## src/sv/looping_segment_envelope_player_defines.svh

```systemverilog
// assertion macros shared by the envelope player modules
`ifndef LOOPING_SEGMENT_ENVELOPE_PLAYER_DEFINES_SVH
`define LOOPING_SEGMENT_ENVELOPE_PLAYER_DEFINES_SVH

// same-cycle implication, off during reset
`define LSEP_ASSERT(lbl, clk, rst_n, ante, cons, msg) \
    lbl: assert property (@(posedge clk) disable iff (!(rst_n)) (ante) |-> (cons)) \
        else $error(msg);

// next-cycle implication, off during reset
`define LSEP_ASSERT_NEXT(lbl, clk, rst_n, ante, cons, msg) \
    lbl: assert property (@(posedge clk) disable iff (!(rst_n)) (ante) |=> (cons)) \
        else $error(msg);

`endif

```

## src/sv/lsep_pkg.sv

```systemverilog
package lsep_pkg;

    localparam int SEGMENTS   = 16;
    localparam int PHASE_BITS = 24;

    localparam int SEG_W      = $clog2(SEGMENTS);
    localparam int HA_W       = $clog2(SEGMENTS + 1);
    localparam int HIDX_W     = 5;
    localparam int POS_W      = 25;
    localparam int SUM_W      = POS_W + 1;
    localparam int INC_W      = 24;
    localparam int LVL_W      = 16;
    localparam int OUT_LVL_W  = 21;
    localparam int AMAX_W     = 20;
    localparam int KIND_W     = 2;
    localparam int MODE_W     = 3;
    localparam int STATE_W    = 3;
    localparam int RANGE_W    = 3;
    localparam int CFG_IDX_W  = 2;
    localparam int CFG_DATA_W = 24;

    localparam logic [POS_W-1:0] FULL      = POS_W'(64'd1 << PHASE_BITS);
    localparam logic [POS_W-1:0] FULL_MASK = FULL - POS_W'(1);
    localparam logic [SUM_W-1:0] FULL_S    = SUM_W'(64'd1 << PHASE_BITS);
    localparam logic [SUM_W-1:0] TWO_FULL  = SUM_W'(64'd2 << PHASE_BITS);

    localparam logic [LVL_W-1:0]  HANDLE_RST = LVL_W'(32768);
    localparam logic [INC_W-1:0]  INC_RST    = INC_W'(65536);
    localparam logic [AMAX_W-1:0] AMAX_RST   = AMAX_W'(327680);
    localparam logic [AMAX_W-1:0] PEAK_5     = AMAX_W'(5 * 65536);
    localparam logic [AMAX_W-1:0] PEAK_10    = AMAX_W'(10 * 65536);
    localparam logic [AMAX_W-1:0] PEAK_1     = AMAX_W'(65536);

    typedef enum logic [KIND_W-1:0] {
        KIND_TICK  = 2'd0,
        KIND_WRITE = 2'd1,
        KIND_MODE  = 2'd2
    } t_kind;

    typedef enum logic [MODE_W-1:0] {
        MD_LOOP     = 3'd0,
        MD_REVERSE  = 3'd1,
        MD_ONESHOT  = 3'd2,
        MD_TWOSHOT  = 3'd3,
        MD_PINGPONG = 3'd4
    } t_mode;

    typedef enum logic [STATE_W-1:0] {
        ST_RUN      = 3'd0,
        ST_RUN_REV  = 3'd1,
        ST_WAIT     = 3'd2,
        ST_WAIT_REV = 3'd3,
        ST_HOLD     = 3'd4
    } t_play_state;

    typedef enum logic [RANGE_W-1:0] {
        RNG_UNI5  = 3'd0,
        RNG_BI5   = 3'd1,
        RNG_UNI10 = 3'd2,
        RNG_BI10  = 3'd3,
        RNG_UNI1  = 3'd4,
        RNG_BI1   = 3'd5,
        RNG_AUDIO = 3'd6
    } t_range;

    typedef enum logic [CFG_IDX_W-1:0] {
        CFG_PHASE_INC = 2'd0,
        CFG_RANGE     = 2'd1,
        CFG_GATE      = 2'd2,
        CFG_AUDIO_MAX = 2'd3
    } t_cfg_reg;

    typedef struct packed {
        logic capture;
        logic update;
        logic read;
        logic interp;
        logic level;
        logic scale;
        logic div;
        logic load;
    } t_cmd;

endpackage

```

## src/sv/lsep_if.sv

```systemverilog
interface lsep_item_if;
    logic                             valid;
    logic                             ready;
    logic [lsep_pkg::KIND_W-1:0]      kind;
    logic                             trig;
    logic                             hold;
    logic [lsep_pkg::HIDX_W-1:0]      handle_index;
    logic [lsep_pkg::LVL_W-1:0]       handle_level;
    logic [lsep_pkg::MODE_W-1:0]      new_mode;

    modport source (output valid, kind, trig, hold, handle_index, handle_level, new_mode,
                    input ready);
    modport sink   (input valid, kind, trig, hold, handle_index, handle_level, new_mode,
                    output ready);
endinterface

interface lsep_result_if;
    logic                                valid;
    logic                                ready;
    logic signed [lsep_pkg::OUT_LVL_W-1:0] level;
    logic [lsep_pkg::POS_W-1:0]          position;
    logic [lsep_pkg::STATE_W-1:0]        play_state_out;
    logic [lsep_pkg::SEG_W-1:0]          segment;

    modport source (output valid, level, position, play_state_out, segment, input ready);
    modport sink   (input valid, level, position, play_state_out, segment, output ready);
endinterface

interface lsep_cfg_if;
    logic                              valid;
    logic                              ready;
    logic [lsep_pkg::CFG_IDX_W-1:0]    index;
    logic [lsep_pkg::CFG_DATA_W-1:0]   data;

    modport source (output valid, index, data, input ready);
    modport sink   (input valid, index, data, output ready);
endinterface

```

## src/sv/looping_segment_envelope_player.sv

```systemverilog
// channel   dir  handshake        payload
// i_item    in   valid / ready    kind trig hold handle_index handle_level new_mode
// i_cfg     in   valid / ready    index data (ready always high)
// o_result  out  valid / ready    level position play_state_out segment
//
// one item at a time: an accepted item passes the update, read, interp, level, scale and div
// states, then out loads the output register, and the next item is accepted back in idle
// the serial chain is update, handle read, interpolation multiply,
// range multiply and a two-step divide by 65535
// synchronous active-low reset; handle levels read as half until written, no clearing pass
// a result waiting in the output register stalls the last step only

module looping_segment_envelope_player (
    input  logic          i_clk,
    input  logic          i_rst_n,
    lsep_item_if.sink     i_item,
    lsep_cfg_if.sink      i_cfg,
    lsep_result_if.source o_result
);

    lsep_pkg::t_cmd cmd;
    logic           in_ready;
    logic           out_valid;

    assign i_cfg.ready    = 1'b1;
    assign i_item.ready   = in_ready;
    assign o_result.valid = out_valid;

    lsep_ctrl u_ctrl (
        .i_clk       (i_clk),
        .i_rst_n     (i_rst_n),
        .i_in_valid  (i_item.valid),
        .o_in_ready  (in_ready),
        .o_out_valid (out_valid),
        .i_out_ready (o_result.ready),
        .o_cmd       (cmd)
    );

    lsep_dp u_dp (
        .i_clk          (i_clk),
        .i_rst_n        (i_rst_n),
        .i_cmd          (cmd),
        .i_kind         (i_item.kind),
        .i_trig         (i_item.trig),
        .i_hold         (i_item.hold),
        .i_handle_index (i_item.handle_index),
        .i_handle_level (i_item.handle_level),
        .i_new_mode     (i_item.new_mode),
        .i_cfg_we       (i_cfg.valid),
        .i_cfg_index    (i_cfg.index),
        .i_cfg_data     (i_cfg.data),
        .o_level        (o_result.level),
        .o_position     (o_result.position),
        .o_play_state   (o_result.play_state_out),
        .o_segment      (o_result.segment)
    );

endmodule

```

## src/sv/lsep_ctrl.sv

```systemverilog
`include "looping_segment_envelope_player_defines.svh"

module lsep_ctrl (
    input  logic           i_clk,
    input  logic           i_rst_n,
    input  logic           i_in_valid,
    output logic           o_in_ready,
    output logic           o_out_valid,
    input  logic           i_out_ready,
    output lsep_pkg::t_cmd o_cmd
);

    typedef enum logic [2:0] {
        S_IDLE,
        S_UPD,
        S_READ,
        S_INTERP,
        S_LEVEL,
        S_SCALE,
        S_DIV,
        S_OUT
    } t_state;

    t_state r_state;
    t_state n_state;
    logic   r_out_valid;
    logic   n_out_valid;

    always_comb begin
        n_state     = r_state;
        n_out_valid = r_out_valid;
        o_cmd       = '0;
        if (r_out_valid && i_out_ready) begin
            n_out_valid = 1'b0;
        end
        unique case (r_state)
            S_IDLE: begin
                o_cmd.capture = i_in_valid;
                if (i_in_valid) begin
                    n_state = S_UPD;
                end
            end
            S_UPD: begin
                o_cmd.update = 1'b1;
                n_state      = S_READ;
            end
            S_READ: begin
                o_cmd.read = 1'b1;
                n_state    = S_INTERP;
            end
            S_INTERP: begin
                o_cmd.interp = 1'b1;
                n_state      = S_LEVEL;
            end
            S_LEVEL: begin
                o_cmd.level = 1'b1;
                n_state     = S_SCALE;
            end
            S_SCALE: begin
                o_cmd.scale = 1'b1;
                n_state     = S_DIV;
            end
            S_DIV: begin
                o_cmd.div = 1'b1;
                n_state   = S_OUT;
            end
            S_OUT: begin
                // wait for room in the output register
                if (!r_out_valid || i_out_ready) begin
                    o_cmd.load  = 1'b1;
                    n_out_valid = 1'b1;
                    n_state     = S_IDLE;
                end
            end
            default: begin
                n_state = S_IDLE;
            end
        endcase
    end

    always_ff @(posedge i_clk) begin
        if (!i_rst_n) begin
            r_state     <= S_IDLE;
            r_out_valid <= 1'b0;
        end else begin
            r_state     <= n_state;
            r_out_valid <= n_out_valid;
        end
    end

    assign o_in_ready  = (r_state == S_IDLE);
    assign o_out_valid = r_out_valid;

    `LSEP_ASSERT(a_load_has_room, i_clk, i_rst_n, o_cmd.load, !r_out_valid || i_out_ready, "result loaded over an untaken item")
    `LSEP_ASSERT_NEXT(a_load_shows, i_clk, i_rst_n, o_cmd.load, r_out_valid, "loaded result not presented")
    `LSEP_ASSERT_NEXT(a_accept_updates, i_clk, i_rst_n, i_in_valid && o_in_ready, o_cmd.update, "accepted item not processed")

endmodule

```

## src/sv/lsep_dp.sv

```systemverilog
`include "looping_segment_envelope_player_defines.svh"

module lsep_dp (
    input  logic                                  i_clk,
    input  logic                                  i_rst_n,
    input  lsep_pkg::t_cmd                        i_cmd,
    input  logic [lsep_pkg::KIND_W-1:0]           i_kind,
    input  logic                                  i_trig,
    input  logic                                  i_hold,
    input  logic [lsep_pkg::HIDX_W-1:0]           i_handle_index,
    input  logic [lsep_pkg::LVL_W-1:0]            i_handle_level,
    input  logic [lsep_pkg::MODE_W-1:0]           i_new_mode,
    input  logic                                  i_cfg_we,
    input  logic [lsep_pkg::CFG_IDX_W-1:0]        i_cfg_index,
    input  logic [lsep_pkg::CFG_DATA_W-1:0]       i_cfg_data,
    output logic signed [lsep_pkg::OUT_LVL_W-1:0] o_level,
    output logic [lsep_pkg::POS_W-1:0]            o_position,
    output logic [lsep_pkg::STATE_W-1:0]          o_play_state,
    output logic [lsep_pkg::SEG_W-1:0]            o_segment
);

    localparam int SC_W   = lsep_pkg::POS_W + lsep_pkg::SEG_W + 1;
    localparam int F_W    = lsep_pkg::PHASE_BITS + 1;
    localparam int PROD_W = lsep_pkg::LVL_W + 1 + F_W + 1;
    localparam int STEP_W = lsep_pkg::LVL_W + 2;
    localparam int NUM_W  = lsep_pkg::LVL_W + lsep_pkg::AMAX_W;
    localparam int X_W    = NUM_W + 1;
    localparam int QA_W   = X_W - lsep_pkg::LVL_W;
    localparam int QS_W   = QA_W + 1;
    localparam int A2_W   = QS_W - lsep_pkg::LVL_W;
    localparam logic signed [STEP_W-1:0] BI_OFS   = STEP_W'((1 << lsep_pkg::LVL_W) - 1);
    localparam logic [lsep_pkg::LVL_W:0] LVL_MAX  = (lsep_pkg::LVL_W + 1)'((1 << lsep_pkg::LVL_W) - 1);
    localparam logic [X_W-1:0]           RND_HALF = X_W'((1 << (lsep_pkg::LVL_W - 1)) - 1);

    // configuration
    logic [lsep_pkg::INC_W-1:0]   r_phase_inc;
    logic [lsep_pkg::RANGE_W-1:0] r_range;
    logic                         r_gate;
    logic [lsep_pkg::AMAX_W-1:0]  r_audio_max;

    // captured item
    logic [lsep_pkg::KIND_W-1:0]  r_kind;
    logic                         r_trig;
    logic                         r_hold;
    logic [lsep_pkg::HIDX_W-1:0]  r_hidx;
    logic [lsep_pkg::LVL_W-1:0]   r_hlvl;
    logic [lsep_pkg::MODE_W-1:0]  r_new_mode;

    // player state
    logic [lsep_pkg::POS_W-1:0]   r_pos;
    logic [lsep_pkg::POS_W-1:0]   n_pos;
    lsep_pkg::t_play_state        r_state;
    lsep_pkg::t_play_state        n_state;
    lsep_pkg::t_play_state        r_saved;
    lsep_pkg::t_play_state        n_saved;
    lsep_pkg::t_mode              r_mode;
    lsep_pkg::t_mode              n_mode;
    logic                         hwe;
    logic                         mode_ok;

    // handle store
    logic [lsep_pkg::LVL_W-1:0]   r_handle_mem [0:lsep_pkg::SEGMENTS];
    logic [lsep_pkg::SEGMENTS:0]  r_handle_vld;

    // phase arithmetic
    logic [lsep_pkg::POS_W-1:0]   inc_ext;
    logic [lsep_pkg::SUM_W-1:0]   fwd_sum;
    logic [lsep_pkg::POS_W-1:0]   under;

    // segment lookup
    logic [SC_W-1:0]              scaled;
    logic [SC_W-1:0]              seg_raw;
    logic [lsep_pkg::SEG_W-1:0]   seg_c;
    logic [SC_W-1:0]              f_raw;
    logic [F_W-1:0]               f_c;
    logic [lsep_pkg::HA_W-1:0]    addr0;
    logic [lsep_pkg::HA_W-1:0]    addr1;

    // level pipeline
    logic [lsep_pkg::SEG_W-1:0]   r_seg;
    logic [F_W-1:0]               r_f;
    logic [lsep_pkg::LVL_W-1:0]   r_h0;
    logic [lsep_pkg::LVL_W-1:0]   r_h1;
    logic signed [lsep_pkg::LVL_W:0] diff;
    logic signed [F_W:0]          f_s;
    logic signed [PROD_W-1:0]     r_prod;
    logic signed [STEP_W-1:0]     step;
    logic signed [STEP_W-1:0]     y_s;
    logic [lsep_pkg::LVL_W-1:0]   y;
    logic signed [STEP_W-1:0]     v;
    logic [lsep_pkg::LVL_W-1:0]   r_mag;
    logic                         r_neg;
    logic [lsep_pkg::AMAX_W-1:0]  peak;
    logic                         bipolar;
    logic [NUM_W-1:0]             r_num;
    logic [X_W-1:0]               x;
    logic [QA_W-1:0]              r_qa;
    logic [QS_W-1:0]              r_qs;
    logic [A2_W-1:0]              a2;
    logic [lsep_pkg::LVL_W:0]     t2;
    logic [lsep_pkg::OUT_LVL_W-1:0] q;
    logic [lsep_pkg::OUT_LVL_W-1:0] level_c;

    // output register
    logic [lsep_pkg::OUT_LVL_W-1:0] r_out_level;
    logic [lsep_pkg::POS_W-1:0]     r_out_pos;
    logic [lsep_pkg::STATE_W-1:0]   r_out_state;
    logic [lsep_pkg::SEG_W-1:0]     r_out_seg;

    always_ff @(posedge i_clk) begin
        if (!i_rst_n) begin
            r_phase_inc <= lsep_pkg::INC_RST;
            r_range     <= lsep_pkg::RNG_UNI5;
            r_gate      <= 1'b0;
            r_audio_max <= lsep_pkg::AMAX_RST;
        end else if (i_cfg_we) begin
            unique case (i_cfg_index)
                lsep_pkg::CFG_PHASE_INC: r_phase_inc <= i_cfg_data[lsep_pkg::INC_W-1:0];
                lsep_pkg::CFG_RANGE:     r_range     <= i_cfg_data[lsep_pkg::RANGE_W-1:0];
                lsep_pkg::CFG_GATE:      r_gate      <= i_cfg_data[0];
                lsep_pkg::CFG_AUDIO_MAX: r_audio_max <= i_cfg_data[lsep_pkg::AMAX_W-1:0];
                default: begin
                end
            endcase
        end
    end

    always_ff @(posedge i_clk) begin
        if (i_cmd.capture) begin
            r_kind     <= i_kind;
            r_trig     <= i_trig;
            r_hold     <= i_hold;
            r_hidx     <= i_handle_index;
            r_hlvl     <= i_handle_level;
            r_new_mode <= i_new_mode;
        end
    end

    assign inc_ext = lsep_pkg::POS_W'(r_phase_inc);
    assign fwd_sum = lsep_pkg::SUM_W'(r_pos) + lsep_pkg::SUM_W'(r_phase_inc);
    assign under   = inc_ext - r_pos;

    always_comb begin
        n_pos   = r_pos;
        n_state = r_state;
        n_saved = r_saved;
        n_mode  = r_mode;
        hwe     = 1'b0;
        mode_ok = 1'b0;
        if (i_cmd.update) begin
            case (r_kind)
                lsep_pkg::KIND_TICK: begin
                    case (r_state) inside
                        lsep_pkg::ST_RUN, lsep_pkg::ST_RUN_REV: begin
                            if (r_hold) begin
                                n_saved = r_state;
                                n_state = lsep_pkg::ST_HOLD;
                            end else if (r_state == lsep_pkg::ST_RUN_REV) begin
                                if (r_pos > inc_ext) begin
                                    n_pos = r_pos - inc_ext;
                                end else if (r_mode == lsep_pkg::MD_TWOSHOT) begin
                                    n_pos   = '0;
                                    n_state = lsep_pkg::ST_WAIT;
                                end else if (r_mode == lsep_pkg::MD_PINGPONG) begin
                                    n_pos   = (under > lsep_pkg::FULL) ? lsep_pkg::FULL : under;
                                    n_state = lsep_pkg::ST_RUN;
                                end else if (under <= lsep_pkg::FULL) begin
                                    n_pos = lsep_pkg::FULL - under;
                                end else begin
                                    n_pos = (lsep_pkg::FULL - (under & lsep_pkg::FULL_MASK))
                                            & lsep_pkg::FULL_MASK;
                                end
                            end else if (fwd_sum >= lsep_pkg::FULL_S) begin
                                if (r_mode == lsep_pkg::MD_ONESHOT) begin
                                    n_pos   = lsep_pkg::FULL_MASK;
                                    n_state = lsep_pkg::ST_WAIT;
                                end else if (r_mode == lsep_pkg::MD_TWOSHOT) begin
                                    n_pos   = lsep_pkg::FULL_MASK;
                                    n_state = lsep_pkg::ST_WAIT_REV;
                                end else if (r_mode == lsep_pkg::MD_PINGPONG) begin
                                    n_pos   = (fwd_sum > lsep_pkg::TWO_FULL) ? '0 :
                                              lsep_pkg::POS_W'(lsep_pkg::TWO_FULL - fwd_sum);
                                    n_state = lsep_pkg::ST_RUN_REV;
                                end else begin
                                    n_pos = fwd_sum[lsep_pkg::POS_W-1:0] & lsep_pkg::FULL_MASK;
                                end
                            end else begin
                                n_pos = fwd_sum[lsep_pkg::POS_W-1:0];
                            end
                        end
                        lsep_pkg::ST_WAIT: begin
                            if (r_trig) begin
                                n_pos   = '0;
                                n_state = lsep_pkg::ST_RUN;
                            end
                        end
                        lsep_pkg::ST_WAIT_REV: begin
                            if (r_trig) begin
                                n_pos   = lsep_pkg::FULL;
                                n_state = lsep_pkg::ST_RUN_REV;
                            end
                        end
                        default: begin
                            if (!r_hold) begin
                                n_state = r_saved;
                            end
                        end
                    endcase
                end
                lsep_pkg::KIND_WRITE: begin
                    hwe = (32'(r_hidx) <= 32'(lsep_pkg::SEGMENTS));
                end
                lsep_pkg::KIND_MODE: begin
                    mode_ok = 1'b1;
                    case (r_new_mode) inside
                        lsep_pkg::MD_LOOP:    n_state = lsep_pkg::ST_RUN;
                        lsep_pkg::MD_REVERSE: n_state = lsep_pkg::ST_RUN_REV;
                        lsep_pkg::MD_ONESHOT, lsep_pkg::MD_TWOSHOT: begin
                            n_pos   = '0;
                            n_state = lsep_pkg::ST_WAIT;
                        end
                        lsep_pkg::MD_PINGPONG: begin
                            if (r_state == lsep_pkg::ST_WAIT) begin
                                n_state = lsep_pkg::ST_RUN;
                            end else if (r_state == lsep_pkg::ST_WAIT_REV) begin
                                n_state = lsep_pkg::ST_RUN_REV;
                            end
                        end
                        default: mode_ok = 1'b0;
                    endcase
                    if (mode_ok) begin
                        n_saved = n_state;
                        n_mode  = lsep_pkg::t_mode'(r_new_mode);
                    end
                end
                default: begin
                end
            endcase
        end
    end

    always_ff @(posedge i_clk) begin
        if (!i_rst_n) begin
            r_pos        <= '0;
            r_state      <= lsep_pkg::ST_RUN;
            r_saved      <= lsep_pkg::ST_RUN;
            r_mode       <= lsep_pkg::MD_LOOP;
            r_handle_vld <= '0;
        end else begin
            r_pos   <= n_pos;
            r_state <= n_state;
            r_saved <= n_saved;
            r_mode  <= n_mode;
            if (hwe) begin
                r_handle_vld[r_hidx[lsep_pkg::HA_W-1:0]] <= 1'b1;
            end
        end
    end

    always_ff @(posedge i_clk) begin
        if (hwe) begin
            r_handle_mem[r_hidx[lsep_pkg::HA_W-1:0]] <= r_hlvl;
        end
    end

    // segment and fraction, last segment takes the full-cycle position
    assign scaled  = SC_W'(r_pos) * SC_W'(lsep_pkg::SEGMENTS);
    assign seg_raw = scaled >> lsep_pkg::PHASE_BITS;
    assign seg_c   = (seg_raw > SC_W'(lsep_pkg::SEGMENTS - 1)) ?
                     lsep_pkg::SEG_W'(lsep_pkg::SEGMENTS - 1) : seg_raw[lsep_pkg::SEG_W-1:0];
    assign f_raw   = scaled - (SC_W'(seg_c) << lsep_pkg::PHASE_BITS);
    assign f_c     = (f_raw > SC_W'(lsep_pkg::FULL)) ? F_W'(lsep_pkg::FULL) : f_raw[F_W-1:0];
    assign addr0   = lsep_pkg::HA_W'(seg_c);
    assign addr1   = lsep_pkg::HA_W'(seg_c) + lsep_pkg::HA_W'(1);

    always_ff @(posedge i_clk) begin
        if (i_cmd.read) begin
            r_seg <= seg_c;
            r_f   <= f_c;
            r_h0  <= r_handle_vld[addr0] ? r_handle_mem[addr0] : lsep_pkg::HANDLE_RST;
            r_h1  <= r_handle_vld[addr1] ? r_handle_mem[addr1] : lsep_pkg::HANDLE_RST;
        end
    end

    // y = h0 + floor((h1 - h0) * f / FULL)
    assign diff = $signed({1'b0, r_h1}) - $signed({1'b0, r_h0});
    assign f_s  = $signed({1'b0, r_f});

    always_ff @(posedge i_clk) begin
        if (i_cmd.interp) begin
            r_prod <= diff * f_s;
        end
    end

    always_comb begin
        peak    = '0;
        bipolar = r_range[0];
        case (r_range) inside
            lsep_pkg::RNG_UNI5, lsep_pkg::RNG_BI5:   peak = lsep_pkg::PEAK_5;
            lsep_pkg::RNG_UNI10, lsep_pkg::RNG_BI10: peak = lsep_pkg::PEAK_10;
            lsep_pkg::RNG_UNI1, lsep_pkg::RNG_BI1:   peak = lsep_pkg::PEAK_1;
            lsep_pkg::RNG_AUDIO: begin
                peak    = r_audio_max;
                bipolar = 1'b1;
            end
            default: peak = '0;
        endcase
    end

    assign step = STEP_W'(r_prod >>> lsep_pkg::PHASE_BITS);
    assign y_s  = $signed({2'b00, r_h0}) + step;
    assign y    = r_gate ? r_h0 : y_s[lsep_pkg::LVL_W-1:0];
    assign v    = bipolar ? ($signed({1'b0, y, 1'b0}) - BI_OFS) : $signed({2'b00, y});

    always_ff @(posedge i_clk) begin
        if (i_cmd.level) begin
            r_neg <= v[STEP_W-1];
            r_mag <= v[STEP_W-1] ? lsep_pkg::LVL_W'(-v) : lsep_pkg::LVL_W'(v);
        end
    end

    always_ff @(posedge i_clk) begin
        if (i_cmd.scale) begin
            r_num <= NUM_W'(r_mag) * NUM_W'(peak);
        end
    end

    // rounded divide by 65535: x = a*65535 + (a + b), folded twice
    assign x = X_W'(r_num) + RND_HALF;

    always_ff @(posedge i_clk) begin
        if (i_cmd.div) begin
            r_qa <= x[X_W-1:lsep_pkg::LVL_W];
            r_qs <= QS_W'(x[X_W-1:lsep_pkg::LVL_W]) + QS_W'(x[lsep_pkg::LVL_W-1:0]);
        end
    end

    assign a2      = r_qs[QS_W-1:lsep_pkg::LVL_W];
    assign t2      = (lsep_pkg::LVL_W + 1)'(a2) + (lsep_pkg::LVL_W + 1)'(r_qs[lsep_pkg::LVL_W-1:0]);
    assign q       = lsep_pkg::OUT_LVL_W'(r_qa) + lsep_pkg::OUT_LVL_W'(a2)
                     + lsep_pkg::OUT_LVL_W'(t2 >= LVL_MAX);
    assign level_c = r_neg ? (-q) : q;

    always_ff @(posedge i_clk) begin
        if (i_cmd.load) begin
            r_out_level <= level_c;
            r_out_pos   <= r_pos;
            r_out_state <= r_state;
            r_out_seg   <= r_seg;
        end
    end

    assign o_level      = $signed(r_out_level);
    assign o_position   = r_out_pos;
    assign o_play_state = r_out_state;
    assign o_segment    = r_out_seg;

    `LSEP_ASSERT(a_pos_in_cycle, i_clk, i_rst_n, 1'b1, r_pos <= lsep_pkg::FULL, "position beyond one cycle")
    `LSEP_ASSERT(a_wait_parked, i_clk, i_rst_n, r_state == lsep_pkg::ST_WAIT, r_pos == '0 || r_pos == lsep_pkg::FULL_MASK, "waiting away from a parking point")

endmodule
```

## src/flat_wrapper.sv

```systemverilog
// flat-port wrapper written by rule: the top's interface ports become plain ports
module looping_segment_envelope_player_flat 
  (i_clk, i_rst_n, i_item_valid, i_item_kind, i_item_trig, i_item_hold, i_item_handle_index, i_item_handle_level, i_item_new_mode, i_item_ready, i_cfg_valid, i_cfg_index, i_cfg_data, i_cfg_ready, o_result_valid, o_result_level, o_result_position, o_result_play_state_out, o_result_segment, o_result_ready);
  lsep_item_if i_item_i ();
  lsep_cfg_if i_cfg_i ();
  lsep_result_if o_result_i ();
  input  logic i_clk;
  input  logic i_rst_n;
  input wire logic [$bits(i_item_i.valid)-1:0] i_item_valid;
  input wire logic [$bits(i_item_i.kind)-1:0] i_item_kind;
  input wire logic [$bits(i_item_i.trig)-1:0] i_item_trig;
  input wire logic [$bits(i_item_i.hold)-1:0] i_item_hold;
  input wire logic [$bits(i_item_i.handle_index)-1:0] i_item_handle_index;
  input wire logic [$bits(i_item_i.handle_level)-1:0] i_item_handle_level;
  input wire logic [$bits(i_item_i.new_mode)-1:0] i_item_new_mode;
  output wire logic [$bits(i_item_i.ready)-1:0] i_item_ready;
  input wire logic [$bits(i_cfg_i.valid)-1:0] i_cfg_valid;
  input wire logic [$bits(i_cfg_i.index)-1:0] i_cfg_index;
  input wire logic [$bits(i_cfg_i.data)-1:0] i_cfg_data;
  output wire logic [$bits(i_cfg_i.ready)-1:0] i_cfg_ready;
  output wire logic [$bits(o_result_i.valid)-1:0] o_result_valid;
  output wire logic [$bits(o_result_i.level)-1:0] o_result_level;
  output wire logic [$bits(o_result_i.position)-1:0] o_result_position;
  output wire logic [$bits(o_result_i.play_state_out)-1:0] o_result_play_state_out;
  output wire logic [$bits(o_result_i.segment)-1:0] o_result_segment;
  input wire logic [$bits(o_result_i.ready)-1:0] o_result_ready;
  assign i_item_i.valid = i_item_valid;
  assign i_item_i.kind = i_item_kind;
  assign i_item_i.trig = i_item_trig;
  assign i_item_i.hold = i_item_hold;
  assign i_item_i.handle_index = i_item_handle_index;
  assign i_item_i.handle_level = i_item_handle_level;
  assign i_item_i.new_mode = i_item_new_mode;
  assign i_item_ready = i_item_i.ready;
  assign i_cfg_i.valid = i_cfg_valid;
  assign i_cfg_i.index = i_cfg_index;
  assign i_cfg_i.data = i_cfg_data;
  assign i_cfg_ready = i_cfg_i.ready;
  assign o_result_valid = o_result_i.valid;
  assign o_result_level = o_result_i.level;
  assign o_result_position = o_result_i.position;
  assign o_result_play_state_out = o_result_i.play_state_out;
  assign o_result_segment = o_result_i.segment;
  assign o_result_i.ready = o_result_ready;
  looping_segment_envelope_player u_core (.i_clk(i_clk), .i_rst_n(i_rst_n), .i_item(i_item_i), .i_cfg(i_cfg_i), .o_result(o_result_i));
endmodule
```

## config.mk

```make
export PLATFORM = sky130hd
export DESIGN_NAME = looping_segment_envelope_player_flat
export DESIGN_NICKNAME = d
export VERILOG_FILES = /design/src/sv/lsep_pkg.sv /design/src/sv/lsep_if.sv /design/src/sv/looping_segment_envelope_player.sv /design/src/sv/lsep_ctrl.sv /design/src/sv/lsep_dp.sv /design/src/flat_wrapper.sv
export VERILOG_INCLUDE_DIRS = /design/src /design/src/sv
export SDC_FILE = /design/constraint.sdc
export NUM_CORES = 2
export LEC_CHECK = 0
export ABC_CLOCK_PERIOD_IN_PS = 16600
export BUFFER_PORTS_ARGS = -buffer_cell sky130_fd_sc_hd__clkbuf_2
export CAP_MARGIN = 20
export CORE_MARGIN = 2
export CORE_UTILIZATION = 35
export CTS_CLUSTER_SIZE = 30
export DETAILED_ROUTE_END_ITERATION = 10
export SLEW_MARGIN = 20
export SYNTH_ARGS = -nofsm -noshare
export SYNTH_HDL_FRONTEND = slang
export SYNTH_HIERARCHICAL = 1
export SYNTH_SLANG_ARGS = --single-unit
```

## constraint.sdc

```tcl
create_clock -name i_clk -period 16.6 [get_ports i_clk]
set_clock_uncertainty 0.1 [all_clocks]
set_input_delay 1.66 -clock i_clk [delete_from_list [all_inputs] [get_ports i_clk]]
set_output_delay 1.66 -clock i_clk [all_outputs]
set_load 0.01 [all_outputs]
```

==> out/summary.txt <==
Post-synth ARST share: 0%
clk root buf: clkbuf_16
Final ANT Viol Nets: 0
nets@finish: 6798
Met1 Wirelength: 72200 µm
total wire length: 166000 µm
worst endpoint required time: 16930 ps
Cells after Synth: 5859
buffer and inverter count on the worst path: 2
clock sinks: 625
vias in the first global route: 43400
Area Overhead vs Synth: 9.27%
drc violations: 0
GR Overflow Total: 0
Data arrival, critical path: 10690 ps
Yosys top cell area share: 27.4%
largest net degree at the start of global routing: 138
Synth Area per Inst: 9.76 µm²
status: completed
Synth Area in Simple Gates: 16.4%
final worst-path cycle share: 62.4%
Max Fclk: 96.5 MHz
CTS Buf Count: 71
Max Slew Vio Count: 0
setup bufs post-CTS: 0
Row Count: 148
Post-synth top flop: edfxtp_1
post-synthesis compound-gate area fraction: 10.6%
count of different cell masters after synthesis: 117
port bufs: 113
CP max stage cell: a2111oi_1
Post-Syn Area: 57200 µm²
layout cells sized above 1: 8.25%
Vias per Instance: 5.32
Yosys reg bits: 625
clk buf depth: 3
first-pass GRT wire length: 255000 µm
Fin. Hold Viols: 0
WL per Instance: 20.6 µm
cell mode on critical path: fa_1
metal3 WL: 12400 µm
met2 wire length: 76200 µm
worst hold-check path type: reg -> reg
top post-synthesis cells by area: edfxtp_1 (27%), fa_1 (19%), ha_1 (8.0%)
crit-path max FO: 22
hpwl dp: 119000 µm
max cap viols: 0
routability cong.: 0.914
post-synthesis adder-cell area fraction: 27.1%
max layer used: met5
Tightest Pin Transition: 1180 ps
syn nets: 6828
gr usage total: 19.7%
DRT iter0 DRCs: 3680
Worst setup EP type: register
r2r setup slk: 6240 ps
Die Span X: 408 µm
Worst Setup Start Kind: register
crit path time final: 10360 ps
Detailed Routing Iterations Pass 1: 5
most frequent cell after synthesis: nand2_1
CTS H-Tree Depth: 3
register clock-pin slew on the reported worst setup and hold paths: 70 ps
Die Span Y: 408 µm
CP delay by family, top: adder cells
Slew headroom: 20.2%
mux share of post-synthesis cell area: 3.78%
Vias: 42900
Setup CP Type: reg -> reg
Yosys top cell by area: edfxtp_1
main combinational cell family by area after synthesis: adder cells
Starting Density: 35.2%
Ports: 115
setup TNS: 0 ps
final setup vio count: 0
core area: 163000 µm²
top cells by count, synth: nand2_1 (882), inv_1 (782), fa_1 (546), edfxtp_1 (522), ha_1 (364)
synth warn: 6
Clock Latency Late Sink: 690 ps
Post-synth EDFFs: 522
die area: 167000 µm²
hold_buf cts: 0
xor/xnor share of the synthesized area: 3.89%
RSZ-0062 raised after global routing: false
CTS resizes: 0
CTS tree: built
CP max stage delay: 860 ps
initial antenna violation count: 19
Seq/Total Area, Yosys: 31.0%
==> sequential cells by signal, indices dropped and copies added, names as in the netlist, 17 cells and up <==
name                      flops
u_core/u_dp/r_handle_mem    272
u_core/u_dp/r_num            36
u_core/u_dp/o_position       25
u_core/u_dp/r_pos            25
u_core/u_dp/r_phase_inc      24
u_core/u_dp/r_qs             22
u_core/u_dp/o_level          21
u_core/u_dp/r_f              21
u_core/u_dp/r_qa             21
u_core/u_dp/r_audio_max      20
u_core/u_dp/r_handle_vld     17
==> per-layer routing <==
layer,up-vias,GRT usage (%)
met5,-,0
met4,14,6.02
met3,295,3.61
met2,1587,32.0
met1,21300,26.8
li1,19700,-
==> cell type report <==
cell class	instances	area [µm²]
Clock inverter	37	469
Clock buffer	89	1900
Fill cell	16300	100000
Timing Repair Buffer	190	1160
Antenna cell	2	5.00
Sequential cell	625	17700
Multi-Input combinational cell	4146	35500
Tap cell	2175	2720
Inverter	795	2990
==> cells by family after synthesis <==
| kind of cell | count (synthesis) |
|---|---|
| AND/OR/NAND/NOR | 1964 |
| other | 2 |
| buffers and inverters | 1088 |
| XOR/XNOR | 254 |
| flip-flops | 625 |
| adder cells (fa/ha/maj) | 910 |
| AO/OA/AOI/OAI | 888 |
| multiplexers | 128 |
==> path summary, 6_finish.rpt <==
kind                        startpoint                  endpoint  depth (start not counted)
setup reg to reg   u_core/u_dp/r_h0[0]    u_core/u_dp/r_prod[39]                         31
hold reg to reg   u_core/u_dp/r_seg[1]  u_core/u_dp/o_segment[1]                          0
hold / removal    u_core/u_dp/r_seg[1]  u_core/u_dp/o_segment[1]                          0
setup / recovery   u_core/u_dp/r_h0[0]    u_core/u_dp/r_prod[39]                         31
==> cells in the final DEF (no fill, tap or decap), types with 14 or more instances in the layout <==
cell type / count
a211oi_1: 73
a21o_1: 59
a21oi_1: 244
a311oi_1: 89
a31oi_1: 25
and2_1: 182
and3_1: 122
buf_4: 76
clkbuf_1: 14
clkbuf_16: 72
clkbuf_2: 113
dfxtp_1: 102
edfxtp_1: 522
fa_1: 546
ha_1: 363
inv_1: 781
mux2i_1: 54
mux4_2: 70
nand2_1: 882
nand2b_1: 34
nand3_1: 106
nand4_1: 32
nor2_1: 251
nor2b_1: 100
nor3_1: 63
nor3b_1: 22
nor4_1: 30
o211ai_1: 17
o21a_1: 24
o21ai_0: 149
o21bai_1: 27
o31ai_1: 24
or2_2: 21
or3_1: 24
or4_1: 17
xnor2_1: 184
xor2_1: 64
==> through the flow <==
stage	utilization, %	std cells	area, µm²	setup WS [ps]	hold WS [ps]
2_1_floorplan	-	5859	57200	7960	300
3_3_place_gp	37.0	7931	60100	6230	335
3_5_place_dp	37.0	7931	60100	6170	311
4_1_cts	38.4	8057	62500	6130	351
5_1_grt	38.4	8057	62500	5460	361
6_report	38.4	8059	62500	6240	350
==> worst register-to-register path, delay by kind of cell (launching register included) <==
family                     cells  cell delay [ps]
and+or+nand+nor                5             1290
AOI/OAI and AO/OA             14             4010
adders and majority gates      9             4070
buffers and inverters          2               90
xor gates and xnor gates       1               80
DFF                            1              470
Power is not shown: default switching activity piles up to over one toggle a cycle in this logic, so the estimate is an artifact.
